--- config.mk ---
export PLATFORM = sky130hd
export DESIGN_NAME = ttd_mul
export DESIGN_NICKNAME = d
export VERILOG_FILES = /design/src/rtl/core/tensor_trilinear_discriminant_unit_assert.svh /design/src/rtl/core/ttd_pkg.sv /design/src/rtl/core/ttd_mul.sv
export SDC_FILE = /design/constraint.sdc
export NUM_CORES = 2
export LEC_CHECK = 0
export BUFFER_PORTS_ARGS = -buffer_cell sky130_fd_sc_hd__buf_2
export CAP_MARGIN = 10
export CELL_PAD_IN_SITES_DETAIL_PLACEMENT = 1
export CELL_PAD_IN_SITES_GLOBAL_PLACEMENT = 2
export CORE_ASPECT_RATIO = 0.7
export CORE_MARGIN = 8
export CORE_UTILIZATION = 30
export CTS_BUF_LIST = sky130_fd_sc_hd__clkbuf_8
export DETAILED_ROUTE_END_ITERATION = 7
export PLACE_DENSITY_LB_ADDON = 0.1
export SETUP_SLACK_MARGIN = 0.02
export SLEW_MARGIN = 30
export SYNTH_ARGS = -nofsm -noshare
export SYNTH_HDL_FRONTEND = slang
export SYNTH_SLANG_ARGS = --single-unit
--- constraint.sdc ---
create_clock -name clock -period 14.65 [get_ports clock]
set_input_delay 2.93 -clock clock [delete_from_list [all_inputs] [get_ports clock]]
set_output_delay 2.93 -clock clock [all_outputs]
set_load 0.05 [all_outputs]
--- src/rtl/core/tensor_trilinear_discriminant_unit_assert.svh ---
// Assertion macros used by the tensor discriminant unit RTL
`ifndef TENSOR_TRILINEAR_DISCRIMINANT_UNIT_ASSERT_SVH
`define TENSOR_TRILINEAR_DISCRIMINANT_UNIT_ASSERT_SVH

// Checked property, switched off while reset is high
`define TTDU_ASSERT(lbl, clk, rst, prop) \
   lbl: assert property (@(posedge clk) disable iff (rst) prop) \
      else $error("ttdu assertion failed");

// Checked property, also active during reset
`define TTDU_ASSERT_ALWAYS(lbl, clk, prop) \
   lbl: assert property (@(posedge clk) prop) \
      else $error("ttdu assertion failed");

`endif

--- src/rtl/core/ttd_pkg.sv ---
// Types, constants and micro-op table of the tensor discriminant unit
package ttd_pkg;

   localparam int VAL_W   = 20;
   localparam int COORD_W = 18;
   localparam int VTX_W   = 3;
   localparam int COMP_W  = 4;
   localparam int AUX_W   = 48;
   localparam int ADDR_W  = 7;
   localparam int UOP_W   = 6;
   localparam int NUM_UOPS = 34;

   typedef logic signed [63:0] word_type;

   localparam word_type WORD_MAX  = 64'sh7FFF_FFFF_FFFF_FFFF;
   localparam word_type WORD_MIN  = 64'sh8000_0000_0000_0000;
   localparam word_type VAL_MAX_W = 64'sd524287;
   localparam logic [AUX_W-1:0] AUX_MAX = 48'h7FFF_FFFF_FFFF;
   localparam logic [AUX_W-1:0] AUX_MIN = 48'h8000_0000_0000;

   localparam logic OP_WRITE = 1'b0;
   localparam logic OP_EVAL  = 1'b1;
   localparam logic [COMP_W-1:0] LAST_COMP = 4'd8;
   localparam logic [VTX_W-1:0]  LAST_VTX  = 3'd7;
   localparam logic [5:0] DIV_K = 6'd27;

   // corner sign bits, bit k set where the coordinate factor is 1 + x
   localparam logic [7:0] CORNER_X_POS = 8'b0110_0110;
   localparam logic [7:0] CORNER_Y_POS = 8'b1100_1100;
   localparam logic [7:0] CORNER_Z_POS = 8'b1111_0000;
   // reset tensors: off-diagonal elements that are negative at corner k
   localparam logic [7:0] NEG_01 = 8'b1010_1010;
   localparam logic [7:0] NEG_02 = 8'b1001_0110;
   localparam logic [7:0] NEG_12 = 8'b0011_1100;

   typedef enum logic [4:0] {
      OPD_T0, OPD_T1, OPD_T2, OPD_T3, OPD_T4, OPD_T5, OPD_T6, OPD_T7, OPD_T8,
      OPD_P, OPD_Q, OPD_R, OPD_P2, OPD_Q2, OPD_P3, OPD_PQ, OPD_S1, OPD_S2,
      OPD_D, OPD_N, OPD_ONE, OPD_K2, OPD_K4, OPD_K9, OPD_K18, OPD_K27
   } operand_type;

   typedef enum logic [1:0] {ACC_SET, ACC_ADD, ACC_SUB} acc_op_type;

   typedef struct packed {
      operand_type src_a;
      operand_type src_b;
      operand_type dst;
      acc_op_type  acc;
   } uop_type;

   typedef enum logic [1:0] {MUL_RAW, MUL_FRAC, MUL_WEIGHT} mul_mode_type;

   typedef struct packed {
      logic         start;
      mul_mode_type mode;
   } mul_req_type;

   typedef struct packed {
      logic done;
      logic ovf;
   } mul_rsp_type;

   // invariant and discriminant program: dst = dst (op) a*b
   function automatic uop_type uop_rom(input logic [UOP_W-1:0] idx);
      uop_type u;
      case (idx)
         6'd0:  u = '{OPD_T0, OPD_T4, OPD_Q, ACC_SET};
         6'd1:  u = '{OPD_T1, OPD_T3, OPD_Q, ACC_SUB};
         6'd2:  u = '{OPD_T4, OPD_T8, OPD_S1, ACC_SET};
         6'd3:  u = '{OPD_T5, OPD_T7, OPD_S1, ACC_SUB};
         6'd4:  u = '{OPD_S1, OPD_ONE, OPD_Q, ACC_ADD};
         6'd5:  u = '{OPD_T8, OPD_T0, OPD_S2, ACC_SET};
         6'd6:  u = '{OPD_T6, OPD_T2, OPD_S2, ACC_SUB};
         6'd7:  u = '{OPD_S2, OPD_ONE, OPD_Q, ACC_ADD};
         6'd8:  u = '{OPD_T0, OPD_S1, OPD_R, ACC_SET};
         6'd9:  u = '{OPD_T3, OPD_T8, OPD_S2, ACC_SET};
         6'd10: u = '{OPD_T5, OPD_T6, OPD_S2, ACC_SUB};
         6'd11: u = '{OPD_T1, OPD_S2, OPD_R, ACC_SUB};
         6'd12: u = '{OPD_T3, OPD_T7, OPD_S2, ACC_SET};
         6'd13: u = '{OPD_T4, OPD_T6, OPD_S2, ACC_SUB};
         6'd14: u = '{OPD_T2, OPD_S2, OPD_R, ACC_ADD};
         6'd15: u = '{OPD_T0, OPD_ONE, OPD_P, ACC_SET};
         6'd16: u = '{OPD_T4, OPD_ONE, OPD_P, ACC_ADD};
         6'd17: u = '{OPD_T8, OPD_ONE, OPD_P, ACC_ADD};
         6'd18: u = '{OPD_P, OPD_P, OPD_P2, ACC_SET};
         6'd19: u = '{OPD_Q, OPD_Q, OPD_Q2, ACC_SET};
         6'd20: u = '{OPD_P2, OPD_P, OPD_P3, ACC_SET};
         6'd21: u = '{OPD_P, OPD_Q, OPD_PQ, ACC_SET};
         6'd22: u = '{OPD_Q2, OPD_P2, OPD_D, ACC_SET};
         6'd23: u = '{OPD_R, OPD_P3, OPD_S1, ACC_SET};
         6'd24: u = '{OPD_S1, OPD_K4, OPD_D, ACC_SUB};
         6'd25: u = '{OPD_Q2, OPD_Q, OPD_S1, ACC_SET};
         6'd26: u = '{OPD_S1, OPD_K4, OPD_D, ACC_SUB};
         6'd27: u = '{OPD_PQ, OPD_R, OPD_S1, ACC_SET};
         6'd28: u = '{OPD_S1, OPD_K18, OPD_D, ACC_ADD};
         6'd29: u = '{OPD_R, OPD_R, OPD_S1, ACC_SET};
         6'd30: u = '{OPD_S1, OPD_K27, OPD_D, ACC_SUB};
         6'd31: u = '{OPD_PQ, OPD_K9, OPD_N, ACC_SET};
         6'd32: u = '{OPD_P3, OPD_K2, OPD_N, ACC_SUB};
         6'd33: u = '{OPD_R, OPD_K27, OPD_N, ACC_SUB};
         default: u = '{OPD_ONE, OPD_ONE, OPD_S1, ACC_SET};
      endcase
      return u;
   endfunction

   // saturating add or subtract; top bit flags a clamp
   function automatic logic [64:0] sat_arith(input word_type a, input word_type b,
                                             input logic sub);
      logic signed [64:0] s;
      if (sub) s = $signed({a[63], a}) - $signed({b[63], b});
      else     s = $signed({a[63], a}) + $signed({b[63], b});
      if (s[64] != s[63]) return {1'b1, (s[64] ? WORD_MIN : WORD_MAX)};
      return {1'b0, s[63:0]};
   endfunction

endpackage

--- src/rtl/core/ttd_mul.sv ---
// Shared 64x64 signed multiplier: four 32x32 partial products, then scale and clamp
module ttd_mul #(
   parameter int FRAC_BITS = 16
) (
   input  logic                 clock,
   input  logic                 reset,
   input  ttd_pkg::mul_req_type mul_req,
   input  ttd_pkg::word_type    opa,
   input  ttd_pkg::word_type    opb,
   output ttd_pkg::word_type    res,
   output ttd_pkg::mul_rsp_type mul_rsp
);
   import ttd_pkg::*;

   localparam int SH_W = $clog2(FRAC_BITS + 4);

   typedef enum logic [1:0] {MS_IDLE, MS_PART, MS_SIGN, MS_SCALE} mstate_type;

   mstate_type          mstate_ff;
   mul_mode_type        mode_ff;
   logic                neg_ff;
   logic [63:0]         mag_a_ff;
   logic [63:0]         mag_b_ff;
   logic [1:0]          part_ff;
   logic [127:0]        acc_ff;
   logic signed [127:0] prod_ff;
   word_type            res_ff;
   logic                done_ff;
   logic                ovf_ff;

   logic [31:0]         half_a;
   logic [31:0]         half_b;
   logic [63:0]         pp;
   logic [127:0]        pp_shift;
   logic [SH_W-1:0]     shamt;
   logic signed [127:0] scaled;
   logic                fits;

   // partial product of the selected halves, placed at its weight
   always_comb begin
      half_a = part_ff[0] ? mag_a_ff[63:32] : mag_a_ff[31:0];
      half_b = part_ff[1] ? mag_b_ff[63:32] : mag_b_ff[31:0];
      pp     = half_a * half_b;
      case ({part_ff[1], part_ff[0]})
         2'b00:   pp_shift = {64'b0, pp};
         2'b11:   pp_shift = {pp, 64'b0};
         default: pp_shift = {32'b0, pp, 32'b0};
      endcase
   end

   // floor scaling and range check
   always_comb begin
      case (mode_ff)
         MUL_FRAC:   shamt = SH_W'(FRAC_BITS);
         MUL_WEIGHT: shamt = SH_W'(FRAC_BITS + 3);
         default:    shamt = '0;
      endcase
      scaled = prod_ff >>> shamt;
      fits   = (&scaled[127:63]) | ~(|scaled[127:63]);
   end

   // sequencer
   always_ff @(posedge clock) begin
      if (reset) begin
         mstate_ff <= MS_IDLE;
         done_ff   <= 1'b0;
         part_ff   <= '0;
      end else begin
         done_ff <= 1'b0;
         unique case (mstate_ff)
            MS_IDLE: begin
               if (mul_req.start) begin
                  mag_a_ff  <= opa[63] ? 64'(-opa) : 64'(opa);
                  mag_b_ff  <= opb[63] ? 64'(-opb) : 64'(opb);
                  neg_ff    <= opa[63] ^ opb[63];
                  mode_ff   <= mul_req.mode;
                  acc_ff    <= '0;
                  part_ff   <= '0;
                  mstate_ff <= MS_PART;
               end
            end
            MS_PART: begin
               acc_ff  <= acc_ff + pp_shift;
               part_ff <= part_ff + 2'd1;
               if (part_ff == 2'd3) mstate_ff <= MS_SIGN;
            end
            MS_SIGN: begin
               prod_ff   <= neg_ff ? -$signed(acc_ff) : $signed(acc_ff);
               mstate_ff <= MS_SCALE;
            end
            MS_SCALE: begin
               if (fits)            res_ff <= scaled[63:0];
               else if (scaled[127]) res_ff <= WORD_MIN;
               else                 res_ff <= WORD_MAX;
               ovf_ff    <= ~fits;
               done_ff   <= 1'b1;
               mstate_ff <= MS_IDLE;
            end
            default: mstate_ff <= MS_IDLE;
         endcase
      end
   end

   assign res          = res_ff;
   assign mul_rsp.done = done_ff;
   assign mul_rsp.ovf  = ovf_ff;

endmodule

==> results by group <==
Status
  – Outcome: complete, no violations

Placement
  – Final GP Congestion: a little under 1
  – Port bufs: 198
  – Hpwl dp: between 200000 and 300000 um

Critical path
  – R2r setup slk: 0.43 ns
  – Crit end category: flip-flop
  – CP Data Required Time: approximately 15 ns
  – WS Path Type: reg -> reg
  – Arrival @ worst endpoint: 14.74 ns
  – Start of the worst register-to-register path: part_ff[0]
  – CP max stage delay: about 0.77 ns
  – Delay-heaviest family, CP: adder cells
  – Reg2reg end: acc_ff[118]
  – FF-to-FF path depth: 39
  – Worst Setup SP: part_ff[0]
  – Crit-path slowest cell: mux2i_4
  – Crit-path most repeated cell: fa_1
  – Setup crit start kind: flip-flop
  – CP Max Fanout: 24
  – Crit path buf inv count: 7

Clocking
  – Clock-pin slew on the worst setup and hold paths: approximately 0.080 ns
  – Clk root buf: clkbuf_8
  – Clock insertion delay at the later pin of the skew report: 0.86 ns
  – CTS tree: done
  – CTS resizes: 0
  – CTS Hold Bufs: 0
  – Post-CTS setup buffers: 0
  – Clock Tree Buf Depth: 3
  – CTS H-tree depth: 3
  – TritonCTS sink count: 457
  – Num CTS Buffers: 88

Final layout
  – FF+latch area: 13700 um2
  – Post-Route Utilization: approximately 34%
  – Area grow syn2layout: 12.4%
  – Fill count: 25400
  – Final #Nets: 8817
  – Multi-input gate area: 48000 um2
  – Share of layout cells above drive strength 1: between 10% and 20%

Route
  – Post-DRT Antenna Nets: 0
  – Detailed Route WL: 311000 um
  – Pre-antenna DRT Iters: 5
  – Detailed Route Iter0 Violations: 5560
  – WL per Instance: 30.0 um
  – Vias: between 50000 and 60000
  – Vias per cell: 5.39
  – Drt drc: 0

Die
  – Placement row count: about 140
  – Io pins: 199
  – Die area: 235000 um2
  – Initial cell density of the core: a little under a third
  – Die Y: 408 um
  – CORE AREA: roughly 220000 um2
  – Die width: 576 um

STA
  – Period utilization: 97.0%
  – Final setup viols: 0
  – Fin Setup TNS: 0 ns
  – RSZ-0062 raised after global routing: false
  – Max-slew violation count: 0
  – Hold Slack: 0.554 ns
  – Fin Clk Skew: between 0.08 and 0.09 ns
  – Worst Tran Pin Value: about 1.3 ns
  – Final Hold Viols: 0
  – Slew HR: 13.9%
  – Final min period: roughly 14 ns
  – Achievable Freq: about 70 MHz

Synth
  – Seq/Total Area, Yosys: between 20% and 30%
  – Post-synth EDFFs: between 400 and 500
  – Distinct cells, synth: 86
  – Syn nets: 8620
  – Fraction of registers with async set/reset: 0%
  – Mapped Area: about 66000 um2
  – Largest cells by area after synthesis: fa_1 27%, edfxtp_1 21%, ha_1 7.7%, inv_1 5.3%, nor2_1 5.3%
  – Register bit count reported by yosys: 457
  – Yosys top cell by area: fa_1
  – Share of the synthesized area in the top cell type: 27.3%
  – Syn avg cell area: 9.17 um2
  – Most common library cells after synthesis: 929 x inv_1, 929 x nor2_1, 897 x fa_1
  – Main synth FF type: edfxtp_1
  – YS warnings: 0
  – Mapped Cells: 7183

Global routing
  – Gr ovfl total: 0
  – Total track usage: 25.9%
  – Largest net degree at the start of global routing: 79
  – First-pass GRT wire length: 441000 um
  – Initial antenna violation count: between 40 and 50
  – Vias in the first global route: roughly 57000

Hold path
  – Hold Crit Depth: 2
  – HP Class: reg -> reg
  – Min-Delay Endpoint: mstate_ff[0]
  – Hold_sp: mstate_ff[0]

Run
  – # Max-Cap Violations: 0
==> how the worst max path moves through the flow <==
stage,end,slack [ns],cells past startpoint
global route,acc_ff[118],0.06,39
finish,acc_ff[118],0.43,39
floorplan,acc_ff[118],2.97,42
detailed placement,acc_ff[118],0.44,39
CTS,acc_ff[118],0.29,42
global placement,acc_ff[118],-0.06,39
==> per-stage QoR <==
step | area [um2] | setup WS, ns | instances
after global placement | 71700 | -0.0640 | 10200
after CTS | 73800 | 0.289 | 10400
after global routing | 74000 | 0.0587 | 10400
after floorplan | 65800 | 2.97 | 7183
after detailed placement | 71900 | 0.443 | 10200
final | 74000 | 0.432 | 10400
==> layer usage <==
layer  GRT usage, %  up-vias  part of all wire, %
met3           6.38      202                  9.1
met2           32.9     1840                   36
met1           43.7    29600                   53
met5              0        -               0.0035
li1               -    24300                    -
met4           2.70        2                  1.1
==> registers in the layout (all words and copies together), names as in the netlist <==
signal     count
mag_a_ff      64
acc_ff       128
ovf_ff         1
done_ff        1
mstate_ff      2
res           64
part_ff        2
mode_ff        2
neg_ff         1
prod_ff      128
mag_b_ff      64
==> cell usage in the layout (no fill, tap or decap), types with 34 or more instances in the layout <==
master | netlist | routed
a21o_1 | 125 | 125
a21oi_1 | 346 | 346
a22o_1 | 38 | 38
and2_1 | 68 | 68
buf_2 | 0 | 197
buf_4 | 2 | 258
clkbuf_8 | 0 | 88
edfxtp_1 | 452 | 452
fa_1 | 897 | 897
ha_1 | 407 | 405
inv_1 | 929 | 941
mux2_2 | 86 | 87
mux2i_1 | 112 | 58
mux4_2 | 34 | 34
nand2_1 | 740 | 740
nand3_1 | 57 | 57
nand4_1 | 113 | 113
nor2_1 | 929 | 926
nor2b_1 | 40 | 36
nor3_1 | 75 | 74
nor4_1 | 47 | 43
o21ai_0 | 293 | 292
o21bai_1 | 55 | 55
o31ai_1 | 83 | 81
or3_1 | 56 | 56
or4_1 | 35 | 35
xnor2_1 | 344 | 336
xor2_1 | 76 | 76
==> final cells by class <==
| class | count | area share (%) |
|---|---|---|
| Sequential cell | 457 | 18.5 |
| Timing Repair Buffer | 472 | 4.40 |
| Tap cell | 2920 | 4.94 |
| Inverter | 932 | 4.73 |
| Clock buffer | 88 | 1.64 |
| Antenna cell | 9 | 0.0304 |
| Multi-Input combinational cell | 5429 | 64.8 |
| Clock inverter | 77 | 1.01 |
==> tightest hold or removal path, stage by stage, from the launching register on <==
cell     delay, ns
dfxtp_1       0.34
nor2_1        0.11
nor3_1        0.05
==> kinds of logic after synthesis <==
logic type / after synthesis / share of synthesized area (%)
AO/OA/AOI/OAI: 1172 / 11.2
XOR/XNOR: 420 / 5.59
adder cells (fa/ha/maj): 1304 / 35.0
buffers and inverters: 1297 / 7.41
flip-flops: 457 / 20.8
multiplexers: 244 / 4.54
AND/OR/NAND/NOR: 2289 / 15.4
Power is not shown: default switching activity piles up to over one toggle a cycle in this logic, so the estimate is an artifact.
